--- config.mk ---
export PLATFORM = sky130hd
export DESIGN_NAME = dual_timer_key_debouncer
export DESIGN_NICKNAME = d
export VERILOG_FILES = /design/src/hw/rtl/dtkd_pkg.sv /design/src/hw/rtl/dtkd_cfg.sv /design/src/hw/rtl/dtkd_key.sv /design/src/hw/rtl/dtkd_row.sv /design/src/hw/rtl/dual_timer_key_debouncer.sv
export SDC_FILE = /design/constraint.sdc
export NUM_CORES = 2
export LEC_CHECK = 0
export BUFFER_PORTS_ARGS = -buffer_cell sky130_fd_sc_hd__buf_2
export CAP_MARGIN = 30
export CELL_PAD_IN_SITES_DETAIL_PLACEMENT = 1
export CELL_PAD_IN_SITES_GLOBAL_PLACEMENT = 1
export CORE_UTILIZATION = 57
export CTS_CLUSTER_DIAMETER = 200
export CTS_CLUSTER_SIZE = 40
export DETAILED_ROUTE_END_ITERATION = 7
export GPL_TIMING_DRIVEN = 1
export PLACE_DENSITY_LB_ADDON = 0.1
export SLEW_MARGIN = 20
export SYNTH_ARGS = -nofsm -noshare
export SYNTH_HDL_FRONTEND = slang
export SYNTH_SLANG_ARGS = --single-unit
--- constraint.sdc ---
create_clock -name clk -period 21.4 [get_ports clk]
set_clock_uncertainty 0.15 [all_clocks]
set_input_delay 0 -clock clk [delete_from_list [all_inputs] [get_ports clk]]
set_output_delay 0 -clock clk [all_outputs]
set_load 0.03 [all_outputs]
--- src/hw/rtl/dtkd_pkg.sv ---
// Shared types and constants for the dual timer key debouncer.
// Holds the request and result payload structs, per-key state and register codes.
// No dependencies.
package dtkd_pkg;

  localparam int TMR_W   = 7;
  localparam int RAW_W   = 16;
  localparam int ELAP_W  = 8;
  localparam int ROWIN_W = 3;

  localparam logic [TMR_W-1:0] DEBOUNCE_RESET = 7'd5;
  localparam logic [TMR_W-1:0] QUIET_RESET    = 7'd50;

  // register index codes (byte address bit 2)
  localparam logic REG_DEBOUNCE = 1'b0;
  localparam logic REG_QUIET    = 1'b1;

  typedef struct packed {
    logic [ROWIN_W-1:0] row_index;
    logic [RAW_W-1:0]   raw_row;
    logic [ELAP_W-1:0]  elapsed_ms;
    logic               scan_changed;
    logic               last_row;
  } sample_t;

  typedef struct packed {
    logic [ROWIN_W-1:0] out_row_index;
    logic [RAW_W-1:0]   cooked_row;
    logic               row_changed;
    logic               scan_any_changed;
    logic               out_last_row;
  } result_t;

  typedef struct packed {
    logic [TMR_W-1:0] debounce_ms;
    logic [TMR_W-1:0] quiet_ms;
  } cfg_t;

  typedef struct packed {
    logic             expired;
    logic [TMR_W-1:0] short_tmr;
    logic [TMR_W-1:0] long_tmr;
  } key_st_t;

  localparam key_st_t KEY_RESET = '{expired: 1'b0, short_tmr: '0, long_tmr: QUIET_RESET};

endpackage

--- src/hw/rtl/dtkd_cfg.sv ---
// APB-style configuration registers: debounce and quiet window lengths.
// Depends on dtkd_pkg.
module dtkd_cfg
  import dtkd_pkg::*;
(
  input  logic        clk,
  input  logic        rst,
  input  logic        psel,
  input  logic        penable,
  input  logic        pwrite,
  input  logic [2:0]  paddr,
  input  logic [31:0] pwdata,
  output logic [31:0] prdata,
  output logic        pready,
  output cfg_t        cfg
);

  logic wr_en;

  assign pready = 1'b1;
  assign wr_en  = psel && penable && pwrite && pready;

  always_ff @(posedge clk) begin
    if (rst) begin
      cfg.debounce_ms <= DEBOUNCE_RESET;
      cfg.quiet_ms    <= QUIET_RESET;
    end else if (wr_en) begin
      case (paddr[2])
        REG_DEBOUNCE: cfg.debounce_ms <= pwdata[TMR_W-1:0];
        REG_QUIET:    cfg.quiet_ms    <= pwdata[TMR_W-1:0];
        default:      ;
      endcase
    end
  end

  always_comb begin
    case (paddr[2])
      REG_DEBOUNCE: prdata = {{(32-TMR_W){1'b0}}, cfg.debounce_ms};
      REG_QUIET:    prdata = {{(32-TMR_W){1'b0}}, cfg.quiet_ms};
      default:      prdata = '0;
    endcase
  end

endmodule

--- src/hw/rtl/dtkd_key.sv ---
// Next-state logic of one key: timer update, then eager/deferred transfer.
// Purely combinational. Depends on dtkd_pkg.
module dtkd_key
  import dtkd_pkg::*;
(
  input  key_st_t           cur,
  input  logic              cooked,
  input  logic              raw,
  input  logic [ELAP_W-1:0] elapsed,
  input  cfg_t              cfg,
  input  logic              xfer_en,
  output key_st_t           nxt,
  output logic              cooked_nxt,
  output logic              expire_hit
);

  key_st_t upd;
  logic    upd_cooked;

  function automatic logic [TMR_W-1:0] count_down(input logic [TMR_W-1:0] t,
                                                  input logic [ELAP_W-1:0] e);
    logic [ELAP_W-1:0] t8;
    t8 = ELAP_W'(t);
    return (t8 > e) ? TMR_W'(t8 - e) : '0;
  endfunction

  // timer update
  always_comb begin
    upd        = cur;
    upd_cooked = cooked;
    expire_hit = 1'b0;
    if (elapsed != '0) begin
      if (!cur.expired && cur.short_tmr != '0) begin
        if (ELAP_W'(cur.long_tmr) <= elapsed) begin
          upd.expired = 1'b1;
          expire_hit  = 1'b1;
        end else if (ELAP_W'(cur.short_tmr) <= elapsed) begin
          upd.short_tmr = '0;
          upd_cooked    = raw;
          if (raw != cooked) begin
            upd.expired  = 1'b0;
            upd.long_tmr = cfg.quiet_ms;
          end
        end
      end
      if (!upd.expired) upd.long_tmr = count_down(upd.long_tmr, elapsed);
      if (upd.short_tmr != '0) upd.short_tmr = count_down(upd.short_tmr, elapsed);
    end
  end

  // transfer: restart the short window on a difference; toggle eagerly when idle or expired
  always_comb begin
    nxt        = upd;
    cooked_nxt = upd_cooked;
    if (xfer_en && (raw != upd_cooked)) begin
      nxt.short_tmr = cfg.debounce_ms;
      if (upd.expired || upd.short_tmr == '0) begin
        nxt.expired  = 1'b0;
        nxt.long_tmr = cfg.quiet_ms;
        cooked_nxt   = ~upd_cooked;
      end
    end
  end

endmodule

--- src/hw/rtl/dtkd_row.sv ---
// Per-row key state store, rescan flag and scan change accumulator.
// Instantiates dtkd_key once per column. Depends on dtkd_pkg.
module dtkd_row
  import dtkd_pkg::*;
#(
  parameter int ROWS = 8,
  parameter int COLS = 16
) (
  input  logic    clk,
  input  logic    rst,
  input  logic    step,
  input  sample_t sample,
  input  cfg_t    cfg,
  output result_t result
);

  localparam int ROW_W = (ROWS > 1) ? $clog2(ROWS) : 1;

  key_st_t [COLS-1:0] key_mem    [ROWS];
  logic    [COLS-1:0] cooked_mem [ROWS];
  logic               rescan_flag;
  logic               scan_change_acc;

  logic               row_ok;
  logic [ROW_W-1:0]   ridx;
  key_st_t [COLS-1:0] key_cur;
  key_st_t [COLS-1:0] key_nxt;
  logic    [COLS-1:0] ck_cur;
  logic    [COLS-1:0] ck_nxt;
  logic    [COLS-1:0] raw_k;
  logic    [COLS-1:0] hits;
  logic               rescan_next;
  logic               xfer_en;
  logic               row_chg;
  logic               any_chg;

  assign row_ok  = 32'(sample.row_index) < ROWS;
  assign ridx    = ROW_W'(sample.row_index);
  assign key_cur = key_mem[ridx];
  assign ck_cur  = cooked_mem[ridx];

  assign rescan_next = (row_ok && sample.elapsed_ms != '0) ? (|hits) : rescan_flag;
  assign xfer_en     = sample.scan_changed || rescan_next;

  for (genvar c = 0; c < COLS; c++) begin : g_col
    if (c < RAW_W) begin : g_raw
      assign raw_k[c] = sample.raw_row[c];
    end else begin : g_zero
      assign raw_k[c] = 1'b0;
    end
    dtkd_key u_key (
      .cur       (key_cur[c]),
      .cooked    (ck_cur[c]),
      .raw       (raw_k[c]),
      .elapsed   (sample.elapsed_ms),
      .cfg       (cfg),
      .xfer_en   (xfer_en),
      .nxt       (key_nxt[c]),
      .cooked_nxt(ck_nxt[c]),
      .expire_hit(hits[c])
    );
  end

  for (genvar b = 0; b < RAW_W; b++) begin : g_out
    if (b < COLS) begin : g_key
      assign result.cooked_row[b] = row_ok && ck_nxt[b];
    end else begin : g_pad
      assign result.cooked_row[b] = 1'b0;
    end
  end

  assign row_chg = row_ok && (ck_nxt != ck_cur);
  assign any_chg = scan_change_acc || row_chg;

  assign result.out_row_index    = sample.row_index;
  assign result.row_changed      = row_chg;
  assign result.scan_any_changed = any_chg;
  assign result.out_last_row     = sample.last_row;

  always_ff @(posedge clk) begin
    if (rst) begin
      for (int r = 0; r < ROWS; r++) begin
        key_mem[r]    <= {COLS{KEY_RESET}};
        cooked_mem[r] <= '0;
      end
      rescan_flag     <= 1'b0;
      scan_change_acc <= 1'b0;
    end else if (step) begin
      if (row_ok) begin
        key_mem[ridx]    <= key_nxt;
        cooked_mem[ridx] <= ck_nxt;
      end
      rescan_flag     <= rescan_next;
      scan_change_acc <= sample.last_row ? 1'b0 : any_chg;
    end
  end

endmodule

--- src/hw/rtl/dual_timer_key_debouncer.sv ---
// Dual timer key debouncer: one key matrix row per request, one result per request.
// A request waits in the input register, then moves into the result register.
// Throughput: one request per cycle unless the result register is full and not
// taken; the key state store row read-modify-write lies between the two registers.
// Reset (rst, synchronous): timers idle, long timers at 50, cooked bits clear,
// debounce 5 and quiet 50; no clearing pass, the block is ready right after reset.
module dual_timer_key_debouncer
  import dtkd_pkg::*;
#(
  parameter int ROWS = 8,
  parameter int COLS = 16
) (
  input  logic        clk,
  input  logic        rst,
  // request channel
  input  logic        sample_valid,
  output logic        sample_ready,
  input  sample_t     sample,
  // result channel
  output logic        result_valid,
  input  logic        result_ready,
  output result_t     result,
  // configuration port
  input  logic        psel,
  input  logic        penable,
  input  logic        pwrite,
  input  logic [2:0]  paddr,
  input  logic [31:0] pwdata,
  output logic [31:0] prdata,
  output logic        pready
);

  cfg_t    cfg;
  sample_t in_q;
  logic    in_vld;
  result_t row_res;
  result_t out_q;
  logic    out_vld;
  logic    advance;

  // Move the held request into the result register whenever that register
  // is empty or being drained this cycle; the key state is written at the
  // same edge, so back-to-back requests to one row see fresh state.
  assign advance      = in_vld && (!out_vld || result_ready);
  assign sample_ready = !in_vld || advance;

  dtkd_cfg u_cfg (
    .clk    (clk),
    .rst    (rst),
    .psel   (psel),
    .penable(penable),
    .pwrite (pwrite),
    .paddr  (paddr),
    .pwdata (pwdata),
    .prdata (prdata),
    .pready (pready),
    .cfg    (cfg)
  );

  dtkd_row #(
    .ROWS(ROWS),
    .COLS(COLS)
  ) u_row (
    .clk   (clk),
    .rst   (rst),
    .step  (advance),
    .sample(in_q),
    .cfg   (cfg),
    .result(row_res)
  );

  // Input register: hold a request until it advances.
  always_ff @(posedge clk) begin
    if (rst) begin
      in_vld <= 1'b0;
    end else if (sample_valid && sample_ready) begin
      in_vld <= 1'b1;
    end else if (advance) begin
      in_vld <= 1'b0;
    end
  end

  always_ff @(posedge clk) begin
    if (sample_valid && sample_ready) begin
      in_q <= sample;
    end
  end

  // Result register: load on advance, drop once taken.
  always_ff @(posedge clk) begin
    if (rst) begin
      out_vld <= 1'b0;
    end else if (advance) begin
      out_vld <= 1'b1;
    end else if (result_ready) begin
      out_vld <= 1'b0;
    end
  end

  always_ff @(posedge clk) begin
    if (advance) begin
      out_q <= row_res;
    end
  end

  assign result_valid = out_vld;
  assign result       = out_q;

  // Stalled input only when both stages are full and the result is not taken.
  a_stall_cause: assert property (@(posedge clk) disable iff (rst)
    !sample_ready |-> (in_vld && out_vld && !result_ready))
    else $error("input stalled without a full pipeline");

  a_advance_fills: assert property (@(posedge clk) disable iff (rst)
    advance |=> result_valid)
    else $error("advanced request did not produce a result");

  a_scan_acc: assert property (@(posedge clk) disable iff (rst)
    result_valid |-> (!result.row_changed || result.scan_any_changed))
    else $error("row change not reflected in scan accumulator");

  a_bad_row: assert property (@(posedge clk) disable iff (rst)
    (result_valid && 32'(result.out_row_index) >= ROWS)
      |-> (result.cooked_row == '0 && !result.row_changed))
    else $error("out of range row produced key data");

endmodule
### After elaboration in Yosys (flattened, before gate mapping)

Memory sizes are Yosys's and may differ from the RTL's. A register that Yosys moved wholly into a read port is not among the register bits.
Index checks and enable logic that the tools add are counted.
Widths: inputs -> output; s select.

* register bits: 69
* memory bits (writable): 2048
* output and inout port bits: 57
* memories kept: 2
* input port bits: 71
* logic and storage cells: 698

* muxes and demuxes: 404
* bitwise operators: 17
* order comparisons: 64
* equality and inequality tests: 33
* add/sub/neg operators: 32
* reduce and logical (&&, ||, !) cells: 130

Memories
* u_row.key_mem: words 8, bits a word 240, read ports 1, clocked after Yosys merged registers in 1, write ports 8, RTL line dtkd_row.sv:19 `key_st_t [COLS-1:0] key_mem [ROWS];`
* u_row.cooked_mem: words 8, bits a word 16, read ports 1, clocked after Yosys merged registers in 1, write ports 8, RTL line dtkd_row.sv:20 `logic [COLS-1:0] cooked_mem [ROWS];`

Operators by type and width (number)
* $mux 15: 80
* $mux 7: 96
* $gt 7x8->1: 32
* $le 7x8->1: 32
* $mux 240: 1
* $reduce_or 240->1: 1
* $mux 14: 16
* $reduce_bool 7->1: 32
* $sub 7x7->7: 32
* $mux 1: 205
* $logic_not 7->1: 16
* $pmux 32 s2: 1
* $logic_and 1x1->1: 36
* $ne 1x1->1: 32
* $reduce_or 16->1: 2
* $logic_or 1x1->1: 20
* $logic_not 1->1: 18
* $not 1->1: 17
* $mux 16: 1
* $ne 16x16->1: 1
* $mux 3: 4
* $reduce_bool 8->1: 1
* $reduce_and 2->1: 2
* $reduce_bool 2->1: 2

### Depth between registers and ports, before layout

* depth after elaboration: 17
* gate-level depth with buffers: 40
* depth with buffers taken out: 27

### Hierarchy

From an unflattened synthesis, not the netlist that was laid out.

* cell total of the unflattened synthesis: 9895
* area total of the unflattened synthesis: 117162.4 um^2

By module, submodules not included
* dtkd_row: cells each 5982, sequential area each 61539.0 um^2, area an instance 86764.5 um^2, times used 1
* dtkd_key (u_row.g_col[0].u_key ...): cells each 239, sequential area each 0.0 um^2, area an instance 1759.2 um^2, times used 13
* dtkd_key (u_row.g_col[8].u_key): cells each 224, sequential area each 0.0 um^2, area an instance 1682.9 um^2, times used 1
* dtkd_key (u_row.g_col[15].u_key): cells each 216, sequential area each 0.0 um^2, area an instance 1677.9 um^2, times used 1
* dual_timer_key_debouncer: cells each 61, sequential area each 1571.5 um^2, area an instance 1635.3 um^2, times used 1
* dtkd_key (u_row.g_col[9].u_key): cells each 209, sequential area each 0.0 um^2, area an instance 1631.6 um^2, times used 1
* dtkd_cfg: cells each 96, sequential area each 280.3 um^2, area an instance 900.9 um^2, times used 1

### Worst setup path after synthesis

OpenSTA, ideal clock, no wires.

* path type: reg-to-reg
* from: reg out_vld (netlist: result_valid)
* to: mem u_row.cooked_mem[7][0] (enable)
* setup time: 1973 ps
* arrival time: 6554 ps
* path buffers: 1
* required time: 19277 ps
* period minus slack after synthesis: 8677 ps
* cell stages (with the launch flop): 8
* setup slack: 12723 ps
* cells stage by stage: dfxtp_1 -> nor2b_1 -> nand2b_1 -> clkinv_1 -> nand2_1 -> or2_2 -> clkbuf_1 -> nand2b_1

RTL lines
* from (decl): RTL line dual_timer_key_debouncer.sv:38 `logic out_vld;`
* from (signal assigned): RTL line dual_timer_key_debouncer.sv:92 `out_vld <= 1'b0;`
* from (signal assigned): RTL line dual_timer_key_debouncer.sv:94 `out_vld <= 1'b1;`
* from (signal assigned): RTL line dual_timer_key_debouncer.sv:96 `out_vld <= 1'b0;`
* to (decl): RTL line dtkd_row.sv:20

==> flow_summary.ini <==
[outcome]
status = complete, no violations

[grt]
grt_pass1_vias = 84900
grt_busiest_layer = met2
grt_pass1_wl_mm = 580
use_met1_pct = 53.0
globalRouteOverflowTotal = 0
use_met3_pct = 8.46
antenna_found_initial = 19
grtUsageMet2_pct = 62.2
grt_usage_pct = 39.4
grt_max_degree = 121

[place]
placed_cells = 11500
gp_congestion = 0.925
dp_hpwl_mm = 241
post-place-ws_ns = 10.22
portBuffers = 74

[flow_run]
cap_violations = 0

[sta]
whs_ns = 0.0868
fmax_mhz = 88.9
slew_headroom_pct = 22.7
rsz0062_at_grt = no
finalHoldViolations = 0
fin_ws_ns = 10.16
worst_pin_slew_ns = 1.14
finalMaxSlewViolations = 0
setup_tns_ns = 0
final.period_utilization_pct = 52.5
setup_viol = 0
fin_crit_ns = 11.24

[synthesis]
netlist_area_um2 = 114000
synth_xor_area_share_pct = 1.32
synth_top_cell_by_area = edfxtp_1
yosys.area_share.simple_pct = 13.0
ys_ff_latch = 2120
synth_fa_ha_area_share_pct = 5.47
synthArstFlopShare_pct = 0
ys_warn_count = 0
synth_compound_area_share_pct = 6.29
synth_sequential_area_ratio_pct = 55.5
synth_top_family_by_area = multiplexers
synth_top_flop_cell = edfxtp_1
synth.distinct_cells = 113
muxShareOfSynthArea_pct = 15.2
synth_area_leaders = edfxtp_1 55%, mux4_2 9.1%, nor2_1 6.8%
synth.most_common_cell = edfxtp_1
syn_avg_cell_area_um2 = 12.4
synth_top_cells_by_count = 2099 x edfxtp_1, 2064 x nor2_1, 660 x nand2_1
synth_top_area_share_pct = 55.2
synth_edf_count = 2099
syn_inst = 9185

[floorplanning]
die_w_um = 450
start_util_pct = 57.6
core_area_um2 = 198000
dieArea_um2 = 202000
io_pins = 128
die_y_um = 450
placementRows = 163

[clocking]
cts_buffers = 58
clk_path_buf_depth = 3
cts_root_buffer = clkbuf_16
path_clk_slew_ns = 0.16
clock_latency_ns = 0.86
cts_max_level = 2
cts_tree = done
clock-sinks = 2120
cts_resized = 0

[setup_path]
required_ns = 21.85
worstSetupPathDepth = 28
cp_max_fo = 80
cp-end-kind = flop
cp_num_buf_inv = 6
slowest_stage = o21ai_0
critPathLaunchType = flop
crit_path_max_incr_delay_ns = 0.82
ff2ff_setup_slack_ns = 10.16
critical_path.most_common_cell = buf_4
crit_family = simple AND/OR/NAND/NOR gates
ff2ff_path_depth = 28
critPathKind = flop to flop
reg2reg_to = result[1]
crit_arrival_ns = 11.70
crit_end = result[1]

[power]
power_density_nw_per_um2 = 73.9
p_total_mw = 8.87
ir_worst_vdd_mv = 0.0859
leakage_nw = 41.9

[final_layout]
stdcell_count = 11700
area_growth_syn_to_layout_pct = 4.99
nets = 9613
layout-drive-gt1-share_pct = 12.9

[detailed_routing]
drt_first_iter_violations = 11200
ant_nets = 0
routedWlPerCell_um = 34.4
wl_mm = 404
first_pass_iters = 8
drc_errors = 0
viasPerCell = 7.01
via_count = 82300

[min_path]
hold_class = primary input to flop
-- worst min-delay path, stage by stage --
cell and delay (ns):
dlygate4sd3_1 0.54, buf_2 0.14, nand2_1 0.16, mux2_2 0.21
-- metal layers --
layer,share of wire (%),vias up,routed length (µm)
li1,-,33700,-
met1,38,42700,152000
met2,46,5035,186000
met3,11,905,46500
met4,4.9,6,19900
met5,0.0084,-,34
-- flip-flops by register name (all words and copies together) (netlist names), named ones only --
register	cells
result	22
in_q	29
u_row.scan_change_acc	1
u_row.cooked_mem	128
in_vld	1
u_row.rescan_flag	1
u_cfg.cfg	14
u_row.key_mem	1920
result_valid	1
-- where the power goes --
part           switching [mW]  internal [mW]  total (mW)
combinational            1.55          0.798        2.34
clock                    1.25          0.517        1.77
sequential             0.0644           4.69        4.76
total                    2.86           6.01        8.87
-- cells by family after synthesis --
kind of cell,after synthesis
AOI/OAI and AO/OA,1052
xor gates and xnor gates,169
adders and majority gates,480
buffers and inverters,811
DFF,2120
muxes,1111
other,2
and+or+nand+nor,3440
-- placed cells by master, fill, tap and decap left out, types with 93 or more instances in the layout --
master         synthesis  final
a21o_1               112    112
a21oi_1              193    193
a221oi_1              94     94
buf_4                 63    155
dlygate4sd3_1          0     94
edfxtp_1            2099   2099
ha_1                 448    448
inv_1                236    228
mux2_2               194    194
mux2i_1              427    427
mux4_2               460    460
nand2_1              660    658
nand3_1              121    118
nor2_1              2064   2058
nor3_1                98     95
o21ai_0              174    170
xnor2_1               93     93
-- worst min path at each step --
stage	start	end	depth (start not counted)
floorplan	sample[0]	in_q[0]	0
global placement	sample[20]	in_q[20]	1
detailed placement	sample[15]	in_q[15]	1
CTS	sample_valid	flop	4
global route	sample_valid	flop	4
finish	sample_valid	flop	4
-- what timing repair did --
item                                    in CTS  in global routing
hold endpoints to repair                    64                  0
buffers inserted                             0                  0
endpoints found under the setup margin       0                  0
hold buffers                                94                  0
-- layout make-up --
| type | instances | area (µm²) |
|---|---|---|
| clock inverter | 1 | 8.76 |
| inverter | 244 | 945 |
| timing repair buffer | 360 | 3170 |
| multi-input combinational | 6278 | 47400 |
| clock buffer | 85 | 1570 |
| antenna | 17 | 42.5 |
| sequential | 2120 | 63500 |
| tap | 2640 | 3300 |
| fill | 19600 | 78300 |
-- through the flow --
step | instance area, µm² | utilization, %
floorplan | 114000 | -
detailed placement | 117000 | 59.2
global placement | 117000 | 59.1
CTS | 120000 | 60.4
finish | 120000 | 60.5
global route | 120000 | 60.5
(Power assumes the default switching activity.)
